==> src/rtl/kmd_pkg.sv <==
package kmd_pkg;

   // Fixed field widths of the channels
   localparam int COLUMN_W    = 3;
   localparam int SENSE_W     = 8;
   localparam int TIME_W      = 8;
   localparam int KEY_INDEX_W = 6;
   localparam int COUNT_W     = 16;
   localparam int CSR_INDEX_W = 1;
   localparam int CSR_DATA_W  = 16;

   // Register indexes of the configuration port
   localparam logic [CSR_INDEX_W-1:0] CSR_COUNT_THRESHOLD = 1'd0;
   localparam logic [CSR_INDEX_W-1:0] CSR_MIN_GAP         = 1'd1;

   // Reset values of the configuration registers
   localparam logic [COUNT_W-1:0] THRESHOLD_RESET = 16'hFFFF;
   localparam logic [TIME_W-1:0]  MIN_GAP_RESET   = 8'd5;

   // Debounced state of one key
   typedef enum logic [2:0] {
      KEY_OFF     = 3'd0,
      KEY_PRESS   = 3'd1,
      KEY_HOLD    = 3'd2,
      KEY_RELEASE = 3'd3,
      KEY_INVALID = 3'd4
   } key_state_type;

   // One entry of the per-key state store
   typedef struct packed {
      key_state_type      prev_state;
      key_state_type      cur_state;
      logic [COUNT_W-1:0] active_count;
      logic [COUNT_W-1:0] inactive_count;
      logic [TIME_W-1:0]  decision_time;
   } key_entry_type;

   localparam key_entry_type ENTRY_RESET = '{
      prev_state:     KEY_OFF,
      cur_state:      KEY_OFF,
      active_count:   '0,
      inactive_count: THRESHOLD_RESET,
      decision_time:  '0
   };

   // Control unit states
   typedef enum logic {
      CTRL_IDLE,
      CTRL_BUSY
   } ctrl_state_type;

   // Commands from the control unit to the datapath
   typedef struct packed {
      logic start;
      logic step;
   } dp_cmd_type;

   // Status from the datapath to the control unit
   typedef struct packed {
      logic column_ok;
      logic last_row;
      logic out_free;
   } dp_status_type;

endpackage

==> src/rtl/key_matrix_debounce.sv <==
// Keyboard matrix debounce and key state tracker.
//
// Request channel (req_*): one strobed column reading per transfer, with the
// active-low row sense byte, the column index, the low eight bits of the
// millisecond tick and a first-scan flag that opens a new scan cycle.
// Response channel (rsp_*): one transfer per row key of that column, in row
// order, with rsp_last set on the final row. A column index at or beyond the
// column count is taken and produces no response.
// Configuration (csr_*): count threshold at index 0, minimum decision gap in
// milliseconds at index 1; csr_ready is always high. Write only while idle.
// Timing: when the response side never stalls, one row is updated per cycle
// after a capture step that takes the item and reads the first key entry;
// the next entry is read while the current one is written back, so the key
// state store has separate read and write ports. The first response comes
// from the entry read at capture and is held in the result register until
// it transfers. A stalled response holds the row walk; the request side is
// stalled until the last row has been written back.
// Reset (synchronous) restores both registers and marks every key entry as
// unwritten, so all keys read as Off with zero active count and an inactive
// count of 65535; no clearing pass is needed.
module key_matrix_debounce
   import kmd_pkg::*;
#(
   parameter int COLUMNS = 7,
   parameter int ROWS    = 7
)
(
   input  logic                   clock,
   input  logic                   reset,
   input  logic                   req_valid,
   output logic                   req_stall,
   input  logic                   req_first_scan,
   input  logic [COLUMN_W-1:0]    req_column,
   input  logic [SENSE_W-1:0]     req_sense_bits,
   input  logic [TIME_W-1:0]      req_time_ms,
   output logic                   rsp_valid,
   input  logic                   rsp_stall,
   output logic [KEY_INDEX_W-1:0] rsp_key_index,
   output logic [2:0]             rsp_key_state,
   output logic                   rsp_decided,
   output logic                   rsp_changed,
   output logic                   rsp_fault,
   output logic                   rsp_last,
   input  logic                   csr_valid,
   output logic                   csr_ready,
   input  logic [CSR_INDEX_W-1:0] csr_index,
   input  logic [CSR_DATA_W-1:0]  csr_data
);

   dp_cmd_type    cmd;
   dp_status_type status;

   // Register writes are always taken
   assign csr_ready = 1'b1;

   kmd_ctrl u_ctrl (
      .clock     (clock),
      .reset     (reset),
      .req_valid (req_valid),
      .req_stall (req_stall),
      .status    (status),
      .cmd       (cmd)
   );

   kmd_datapath #(
      .COLUMNS (COLUMNS),
      .ROWS    (ROWS)
   ) u_datapath (
      .clock          (clock),
      .reset          (reset),
      .cmd            (cmd),
      .status         (status),
      .req_first_scan (req_first_scan),
      .req_column     (req_column),
      .req_sense_bits (req_sense_bits),
      .req_time_ms    (req_time_ms),
      .csr_valid      (csr_valid && csr_ready),
      .csr_index      (csr_index),
      .csr_data       (csr_data),
      .rsp_valid      (rsp_valid),
      .rsp_stall      (rsp_stall),
      .rsp_key_index  (rsp_key_index),
      .rsp_key_state  (rsp_key_state),
      .rsp_decided    (rsp_decided),
      .rsp_changed    (rsp_changed),
      .rsp_fault      (rsp_fault),
      .rsp_last       (rsp_last)
   );

endmodule

==> src/rtl/kmd_ctrl.sv <==
module kmd_ctrl
   import kmd_pkg::*;
(
   input  logic          clock,
   input  logic          reset,
   input  logic          req_valid,
   output logic          req_stall,
   input  dp_status_type status,
   output dp_cmd_type    cmd
);

   ctrl_state_type state_ff;
   ctrl_state_type state_in;

   // State register
   always_ff @(posedge clock) begin
      if (reset) begin
         state_ff <= CTRL_IDLE;
      end else begin
         state_ff <= state_in;
      end
   end

   // Next state and commands: one row is updated per cycle while the result
   // register can take it.
   always_comb begin
      state_in  = state_ff;
      cmd       = '0;
      req_stall = 1'b1;
      case (state_ff)
         CTRL_IDLE: begin
            req_stall = 1'b0;
            if (req_valid) begin
               cmd.start = 1'b1;
               if (status.column_ok) begin
                  state_in = CTRL_BUSY;
               end
            end
         end
         CTRL_BUSY: begin
            if (status.out_free) begin
               cmd.step = 1'b1;
               if (status.last_row) begin
                  state_in = CTRL_IDLE;
               end
            end
         end
         default: begin
            state_in = CTRL_IDLE;
         end
      endcase
   end

`ifndef SYNTHESIS
   // An item is never captured while rows of the previous one are in flight.
   a_no_start_and_step: assert property (@(posedge clock) disable iff (reset)
      !(cmd.start && cmd.step))
      else $error("start and step issued together");

   // The final row of a column hands control back to the idle state.
   a_last_row_ends: assert property (@(posedge clock) disable iff (reset)
      (cmd.step && status.last_row) |=> (state_ff == CTRL_IDLE))
      else $error("control unit did not return to idle after the last row");

   // A step is only issued while the result register is free.
   a_step_needs_room: assert property (@(posedge clock) disable iff (reset)
      cmd.step |-> status.out_free)
      else $error("step issued while the result register is full");
`endif

endmodule

==> src/rtl/kmd_datapath.sv <==
module kmd_datapath
   import kmd_pkg::*;
#(
   parameter int COLUMNS = 7,
   parameter int ROWS    = 7
)
(
   input  logic                   clock,
   input  logic                   reset,
   input  dp_cmd_type             cmd,
   output dp_status_type          status,
   input  logic                   req_first_scan,
   input  logic [COLUMN_W-1:0]    req_column,
   input  logic [SENSE_W-1:0]     req_sense_bits,
   input  logic [TIME_W-1:0]      req_time_ms,
   input  logic                   csr_valid,
   input  logic [CSR_INDEX_W-1:0] csr_index,
   input  logic [CSR_DATA_W-1:0]  csr_data,
   output logic                   rsp_valid,
   input  logic                   rsp_stall,
   output logic [KEY_INDEX_W-1:0] rsp_key_index,
   output logic [2:0]             rsp_key_state,
   output logic                   rsp_decided,
   output logic                   rsp_changed,
   output logic                   rsp_fault,
   output logic                   rsp_last
);

   localparam int KEYS = COLUMNS * ROWS;
   localparam int AW   = (KEYS > 1) ? $clog2(KEYS) : 1;
   localparam int RW   = (ROWS > 1) ? $clog2(ROWS) : 1;
   localparam logic [COLUMN_W:0] COLUMN_LIMIT = (COLUMN_W + 1)'(COLUMNS);
   localparam logic [AW-1:0]     KEY_STRIDE   = AW'(COLUMNS);
   localparam logic [RW-1:0]     LAST_ROW     = RW'(ROWS - 1);

   // Configuration registers
   logic [COUNT_W-1:0] threshold_ff;
   logic [TIME_W-1:0]  min_gap_ff;

   // Captured item and row walk
   logic               first_ff;
   logic [TIME_W-1:0]  time_ff;
   logic [ROWS-1:0]    sense_ff;
   logic [RW-1:0]      row_ff;
   logic [AW-1:0]      key_ff;

   // Per-key state store with valid bits standing in for the reset values
   key_entry_type      store [KEYS];
   logic [KEYS-1:0]    entry_valid_ff;
   key_entry_type      rd_data_ff;
   logic               rd_valid_ff;
   logic               rd_en;
   logic [AW-1:0]      rd_addr;
   logic [AW-1:0]      key_next;

   // Update logic
   key_entry_type      entry;
   key_entry_type      upd;
   logic               closed;
   logic               active;
   logic               refused;
   logic               decided;
   logic               fault;
   logic               changed;
   logic [TIME_W-1:0]  gap;

   // Result register
   logic                   rsp_valid_ff;
   logic [KEY_INDEX_W-1:0] rsp_key_index_ff;
   key_state_type          rsp_key_state_ff;
   logic                   rsp_decided_ff;
   logic                   rsp_changed_ff;
   logic                   rsp_fault_ff;
   logic                   rsp_last_ff;

   // Status towards the control unit
   assign status.column_ok = ({1'b0, req_column} < COLUMN_LIMIT);
   assign status.last_row  = (row_ff == LAST_ROW);
   assign status.out_free  = !rsp_valid_ff || !rsp_stall;

   // Configuration writes
   always_ff @(posedge clock) begin
      if (reset) begin
         threshold_ff <= THRESHOLD_RESET;
         min_gap_ff   <= MIN_GAP_RESET;
      end else if (csr_valid) begin
         case (csr_index)
            CSR_COUNT_THRESHOLD: threshold_ff <= csr_data;
            CSR_MIN_GAP:         min_gap_ff   <= csr_data[TIME_W-1:0];
            default: ;
         endcase
      end
   end

   // Item capture and row walk; the sense byte shifts so bit zero is the row
   always_ff @(posedge clock) begin
      if (cmd.start) begin
         first_ff <= req_first_scan;
         time_ff  <= req_time_ms;
         sense_ff <= req_sense_bits[ROWS-1:0];
         row_ff   <= '0;
         key_ff   <= AW'(req_column);
      end else if (cmd.step) begin
         sense_ff <= sense_ff >> 1;
         row_ff   <= row_ff + RW'(1);
         key_ff   <= key_next;
      end
   end

   // The next row's entry is read while the current one is written back
   assign key_next = key_ff + KEY_STRIDE;
   assign rd_en    = cmd.start || (cmd.step && !status.last_row);
   assign rd_addr  = cmd.start ? AW'(req_column) : key_next;

   always_ff @(posedge clock) begin
      if (rd_en) begin
         rd_data_ff <= store[rd_addr];
      end
      if (cmd.step) begin
         store[key_ff] <= upd;
      end
   end

   always_ff @(posedge clock) begin
      if (reset) begin
         entry_valid_ff <= '0;
         rd_valid_ff    <= 1'b0;
      end else begin
         if (rd_en) begin
            rd_valid_ff <= entry_valid_ff[rd_addr];
         end
         if (cmd.step) begin
            entry_valid_ff[key_ff] <= 1'b1;
         end
      end
   end

   // Count update and once-per-scan decision for one key
   always_comb begin
      entry   = rd_valid_ff ? rd_data_ff : ENTRY_RESET;
      upd     = entry;
      refused = 1'b0;
      decided = 1'b0;
      fault   = 1'b0;
      gap     = time_ff - entry.decision_time;
      closed  = !sense_ff[0];

      if (first_ff) begin
         upd.prev_state = entry.cur_state;
         upd.cur_state  = KEY_INVALID;
      end

      if (closed) begin
         if (entry.active_count < threshold_ff) begin
            upd.active_count = entry.active_count + COUNT_W'(1);
         end
         upd.inactive_count = entry.inactive_count >> 1;
      end else begin
         if (entry.inactive_count < threshold_ff) begin
            upd.inactive_count = entry.inactive_count + COUNT_W'(1);
         end
         upd.active_count = entry.active_count >> 1;
      end

      active = (upd.active_count > upd.inactive_count);

      if (upd.cur_state == KEY_INVALID) begin
         case (upd.prev_state)
            KEY_PRESS, KEY_HOLD: begin
               if (active) begin
                  upd.cur_state = KEY_HOLD;
               end else if (gap < min_gap_ff) begin
                  refused = 1'b1;
               end else begin
                  upd.cur_state = KEY_RELEASE;
               end
            end
            KEY_RELEASE, KEY_OFF: begin
               if (!active) begin
                  upd.cur_state = KEY_OFF;
               end else if (gap < min_gap_ff) begin
                  refused = 1'b1;
               end else begin
                  upd.cur_state = KEY_PRESS;
               end
            end
            default: begin
               fault = 1'b1;
            end
         endcase

         // A refused flip falls back to the previous state and keeps the time
         if (refused) begin
            upd.cur_state = upd.prev_state;
         end else begin
            upd.decision_time = time_ff;
            decided           = 1'b1;
         end
      end

      changed = (upd.cur_state != upd.prev_state);
   end

   // Result register: loaded on each row step, cleared once transferred
   always_ff @(posedge clock) begin
      if (reset) begin
         rsp_valid_ff <= 1'b0;
      end else if (cmd.step) begin
         rsp_valid_ff <= 1'b1;
      end else if (!rsp_stall) begin
         rsp_valid_ff <= 1'b0;
      end
   end

   always_ff @(posedge clock) begin
      if (cmd.step) begin
         rsp_key_index_ff <= KEY_INDEX_W'(key_ff);
         rsp_key_state_ff <= upd.cur_state;
         rsp_decided_ff   <= decided;
         rsp_changed_ff   <= changed;
         rsp_fault_ff     <= fault;
         rsp_last_ff      <= status.last_row;
      end
   end

   assign rsp_valid     = rsp_valid_ff;
   assign rsp_key_index = rsp_key_index_ff;
   assign rsp_key_state = rsp_key_state_ff;
   assign rsp_decided   = rsp_decided_ff;
   assign rsp_changed   = rsp_changed_ff;
   assign rsp_fault     = rsp_fault_ff;
   assign rsp_last      = rsp_last_ff;

`ifndef SYNTHESIS
   // Every row step leaves a result waiting in the output register.
   a_step_loads_result: assert property (@(posedge clock) disable iff (reset)
      cmd.step |=> rsp_valid_ff)
      else $error("row step did not load the result register");

   // The final row's result carries the last flag.
   a_last_flag: assert property (@(posedge clock) disable iff (reset)
      (cmd.step && status.last_row) |=> rsp_last_ff)
      else $error("last row result without last flag");

   // A fault always counts as a decision and leaves the key invalid.
   a_fault_decides: assert property (@(posedge clock) disable iff (reset)
      (cmd.step && fault) |-> (decided && (upd.cur_state == KEY_INVALID)))
      else $error("fault without decision or with a valid state");
`endif

endmodule

==> config.mk <==
export PLATFORM = sky130hd
export DESIGN_NAME = key_matrix_debounce
export DESIGN_NICKNAME = d
export VERILOG_FILES = /design/src/rtl/kmd_pkg.sv /design/src/rtl/key_matrix_debounce.sv /design/src/rtl/kmd_ctrl.sv /design/src/rtl/kmd_datapath.sv
export SDC_FILE = /design/constraint.sdc
export NUM_CORES = 2
export LEC_CHECK = 0
export ABC_AREA = 1
export BUFFER_PORTS_ARGS = -buffer_cell sky130_fd_sc_hd__buf_2
export CAP_MARGIN = 20
export CORE_MARGIN = 2
export CORE_UTILIZATION = 30
export DETAILED_ROUTE_END_ITERATION = 8
export PLACE_DENSITY = 0.48
export SLEW_MARGIN = 20
export SYNTH_ARGS = -nofsm -noshare
export SYNTH_HDL_FRONTEND = slang
export SYNTH_SLANG_ARGS = --single-unit
export TNS_END_PERCENT = 30
==> constraint.sdc <==
create_clock -name clock -period 11.8 [get_ports clock]
set_input_delay 1.18 -clock clock [delete_from_list [all_inputs] [get_ports clock]]
set_output_delay 1.18 -clock clock [all_outputs]
set_load 0.02 [all_outputs]
After elaboration in Yosys (flattened, before gate mapping)
Memory sizes are Yosys's and may differ from the RTL's. A register that Yosys moved wholly into a read port is not among the register bits.
Cells that the tools add are included.
W data, S select, Z words.
- input bits: 42
- memories: 1
- logic and storage cells: 100
- bits in registers: 114
- RAM bits: 2254
- output and inout port bits: 16
- eq/ne operators: 7
- bitwise gates (word level): 3
- $add $sub $neg: 5
- mux-type cells: 44
- order comparisons: 8
- reductions and logical operators: 14
- memory list (memory ; words ; bits a word ; read ports ; clocked after memory_dff ; write ports ; RTL line ; RTL):
    u_datapath.store ; 49 ; 46 ; 1 ; 1 ; 1 ; kmd_datapath.sv:48 ; key_entry_type store [KEYS];
- operators by type and width (cell ; count):
    $or A49 B49 Y49 ; 1
    $mux W46 ; 1
    $add A16 B1 Y16 const B ; 2
    $lt A16 B16 Y1 ; 2
    $mux W16 ; 2
    $mux W32 ; 1
    $mux W3 ; 8
    $mux W1 ; 21
    $gt A16 B16 Y1 ; 1
    $mux W8 ; 2
    $lt A6 B7 Y1 const B ; 2
    $mux W7 ; 2
    $mux W6 ; 2
    $lt A8 B8 Y1 ; 1
    $sub A8 B8 Y8 ; 1
    $add A6 B3 Y6 const B ; 1
    $bmux W1 S6 ; 1
    $demux W1 S6 ; 1
    $eq A3 B2 Y1 const B ; 2
    $eq A3 B3 Y1 const B ; 2
    $ge A6 B1 Y1 const B ; 1
    $pmux W3 S2 ; 1
    $pmux W1 S2 ; 2
    $reduce_and A2 Y1 ; 2
    13 further kinds ; 19

Depth between registers and ports, before layout
- depth in word-level cells: 11
- mapped depth: 42

Modules after synthesis
Synthesis repeated with hierarchy kept, for this count alone.
- cells, all modules: 7239
- area, all modules: 97000.5 um^2
- by module, submodules not included (module ; area an instance (um^2) ; instances ; cells an instance):
    kmd_datapath ; 96929.2 ; 1 ; 7227
    kmd_ctrl ; 60.1 ; 1 ; 10
    key_matrix_debounce ; 11.3 ; 1 ; 2

Worst setup path before layout
No wires, ideal clock.
- path type: flip-flop to flip-flop
- start point: register u_datapath.rd_valid_ff
- end point: memory u_datapath.store[0][0] in the netlist's numbering (data pin)
- data arrival time: 7.584 ns
- stages on the path, launching flop included: 34
- setup slack: 3.630 ns
- setup time: 0.586 ns
- buffers on the path: 3
- clock period less this slack: 8.170 ns
- path through: dfxtp_1 -> buf_6 -> inv_4 -> buf_6 -> nor2_2 -> inv_1 -> ha_1 -> a21oi_1 -> nand2_1 -> nand2_1 -> nand2_1 -> nand2_1 -> nand2_2 -> inv_1 -> nand2_1 -> xor2_1 -> o21ai_0 -> inv_1 -> ha_1 -> nand4_1 -> nor2_1 -> nand2_1 -> nand3_1 -> nand2_1 -> nand2_1 -> nand2_1 -> a21oi_1 -> nand2_2 -> nand2_2 -> nand3_2 -> nand2_2 -> nor2_4 -> buf_6 -> o21ai_0
- RTL lines (what ; RTL line ; RTL):
    from (decl) ; kmd_datapath.sv:51 ; logic rd_valid_ff;
    from (signal assigned) ; kmd_datapath.sv:130 ; rd_valid_ff <= entry_valid_ff[rd_addr];
    to (decl) ; kmd_datapath.sv:48 ;

==> metrics.cfg <==
[pwr]
cellPowerDensity_mw_per_mm2 = 214
power.total_mw = 23.6
ir_drop_v = 0.000194
power_frac_comb_pct = 21.4
power.net_switching_mw = 7.29
cellLeakagePower_nw = 35.2
clkPwrFrac_pct = 34.0
p_seq_share_pct = 44.6
switching_share_pct = 30.9
p_int_mw = 16.3

[route]
wire_per_inst_um = 27.2
first_pass_iters = 7
drc = 0
drt_iter0_drc = 7660
vias = 64343
antenna_left = 0
wl_mm = 324
vias_per_cell = 5.39

[synth]
syn_area_per_cell_um2 = 12.9
synth.most_common_cell = edfxtp_1
yosysUniqueCellTypes = 48
yosys-top-cells-area = edfxtp_1 (73%), o21ai_0 (6.8%), nor2_1 (6.0%)
synthArstFlopShare_pct = 0
synthCells = 7444
ys_warn_count = 0
yosys.area.top_type = edfxtp_1
synth_seq_cells = 2414
synth_top_area_share_pct = 72.7
syn-num-nets = 7550
synthesis.area_mm2 = 0.0963
synth_common_cells = edfxtp_1 (2332), nor2_1 (1533), o21ai_0 (1310), o22ai_1 (473), clkbuf_1 (386)
yosysSeqAreaShare_pct = 74.4
synth_enable_flop_cells = 2332
ys.flop_type = edfxtp_1

[floorplanning]
die_h_um = 571
start_util_pct = 30.1
die_area_mm2 = 0.326
core_mm2 = 0.320
io_pins = 58
die_w_um = 571
rows = 208

[placed_design]
io_buffers = 55
gp_congestion = 0.861
postPlaceCellArea_mm2 = 0.102
place_ws_ps = 4670
dpl.hpwl_mm = 159

[setup_path]
slowest_stage = nor2_4
worst_setup_path_startpoint = u_datapath.rd_valid_ff
rr_endpoint = u_datapath.store[2][5]
cp.arrival_ps = 7680
path_delay_family = simple AND/OR/NAND/NOR gates
slowest_delay_ps = 580
path_class = reg2reg
r2r_start = u_datapath.rd_valid_ff
rrSetupSlack_ps = 4690
worst_setup_path_end_kind = flip-flop
crit_end = u_datapath.store[2][5]
cpMostUsedCell = nand2_1
crit_required_ps = 12380
startpoint_type = flip-flop
cp.buffers_inverters = 5
crit_cells = 35
worstRegToRegCells = 35
worstPathMaxFanout = 50

[finish]
finalNetCount = 7547
fin_util_pct = 34.5
design_area_mm2 = 0.111
syn_to_final_growth_pct = 14.8
fillerInstances = 31021
drive_above_1_share_pct = 9.46

[worst_hold_path]
min_path_cells = 1
hold_start = req_time_ms[0]
hold_path.class = in2reg

[grt]
overflow = 0
grt_pass1_vias = 60713
antenna_found_initial = 14
grt_pass1_wl_mm = 455
gr-usage-all-layers_pct = 19.4
grt_max_degree = 150

[clock_network]
cts_buffer_depth = 4
clock_latency_ps = 940
htreeDepth = 5
holdBufCountCts = 0
cts_tree = yes
postCtsSetupBuffers = 0
cts_resized = 0
clock-root-buffer = clkbuf_16
cts_buffers = 277
path_clk_slew_ps = 60
cts_num_sinks = 2414

[sta]
rsz0062_at_grt = no
setup_viol = 0
fin_crit_ps = 7110
fin_skew_ps = 71.2
setup_tns_ps = 0
relSlewSlack_pct = 19.7
slew_viol_final = 0
hold_violations = 0
layout_setup_ws_ps = 4690
tightest_slew_ps = 1200
fmax_mhz = 141
finalCritPeriodShare_pct = 60.2

[run_status]
status = finished, final reports clean

[run]
drv_cap = 0

worst reg2reg max path, delay by kind of cell (launching register included):
kind	cells	cell delay, ps
AO/OA/AOI/OAI	4	890
XOR/XNOR	1	170
adder cells (fa/ha/maj)	2	620
buffers and inverters	5	1320
flip-flops	1	310
AND/OR/NAND/NOR	23	3460
sequential cells by signal, indices dropped and copies added (netlist names):
register                   cells
u_datapath.rsp_key_state       3
u_datapath.entry_valid_ff     49
u_datapath.rsp_fault           1
u_datapath.threshold_ff       16
u_datapath.store            2254
u_datapath.rd_valid_ff         1
u_datapath.rsp_valid           1
u_datapath.rsp_decided         1
u_datapath.row_ff              3
u_datapath.first_ff            1
u_datapath.rsp_changed         1
u_datapath.rsp_last            1
u_datapath.rd_data_ff         46
u_datapath.rsp_key_index       6
u_datapath.key_ff              6
u_datapath.min_gap_ff          8
u_datapath.time_ff             8
u_ctrl.state_ff                1
u_datapath.sense_ff            7
power groups by stage:
stage,sequential [mW],combinational [mW],clock (mW)
floorplan,10.8,2.90,0
global placement,10.7,4.90,0
detailed placement,10.7,4.99,0
CTS,10.6,5.01,8.16
global route,10.6,5.50,8.49
finish,10.5,5.05,8.03
layout by cell type, fill, tap and decap left out, types with 35 or more instances in the layout:
master	count
nand2_1	222
clkbuf_1	64
o211ai_1	107
ha_1	63
dfxtp_1	81
clkinv_1	53
nor2_1	1483
o21ai_0	1295
nor2_4	51
o221ai_1	182
clkbuf_16	284
buf_4	170
nand3_1	93
o21ai_1	91
edfxtp_1	2332
a21oi_1	125
buf_2	55
clkinv_2	35
o22ai_1	473
inv_1	154
area by class of cell:
cell class | instances | area (µm²) | area share [%]
sequential | 2414 | 71700 | 64.8
multi-input combinational | 4331 | 22500 | 20.3
tap | 4305 | 5390 | 4.87
inverter | 170 | 681 | 0.616
clock inverter | 118 | 917 | 0.829
antenna | 3 | 7.51 | 0.00679
clock buffer | 350 | 7370 | 6.67
timing repair buffer | 247 | 2050 | 1.86
stage by stage:
stage / hold WS (ps) / std cells
4_1_cts: 346 / 11930
5_1_grt: 379 / 11937
3_5_place_dp: 452 / 11462
2_1_floorplan: 435 / 7444
6_report: 414 / 11938
3_3_place_gp: 442 / 11459
per-layer routing:
layer | GRT usage (%) | vias up | routed length (µm)
li1 | - | 27801 | -
met1 | 27.2 | 33317 | 142000
met2 | 31.2 | 2752 | 151000
met3 | 2.76 | 473 | 24000
met4 | 5.26 | 0 | 8060
met5 | 0 | - | 0
kinds of logic (layout without fill, tap and decap cells):
logic type                 count (synthesis)  in the layout  share of synthesized area (%)
adders and majority gates                 64             64                          0.839
DFF                                     2414           2414                           74.4
AOI/OAI and AO/OA                       2334           2334                           13.8
xor gates and xnor gates                  31             31                          0.282
and+or+nand+nor                         1901           1901                           7.70
other                                      1              4                        0.00389
buffers and inverters                    699            885                           2.96
worst min path at each step:
| stage | endpoint | slack, ps |
|---|---|---|
| floorplan | u_datapath.row_ff[2] | 430 |
| global route | u_datapath.time_ff[5] | 380 |
| finish | u_datapath.time_ff[0] | 410 |
| detailed placement | u_datapath.entry_valid_ff[0] | 450 |
| global placement | u_datapath.row_ff[2] | 440 |
| CTS | u_datapath.time_ff[0] | 350 |
Note: power is estimated with default switching activity, not from simulation.
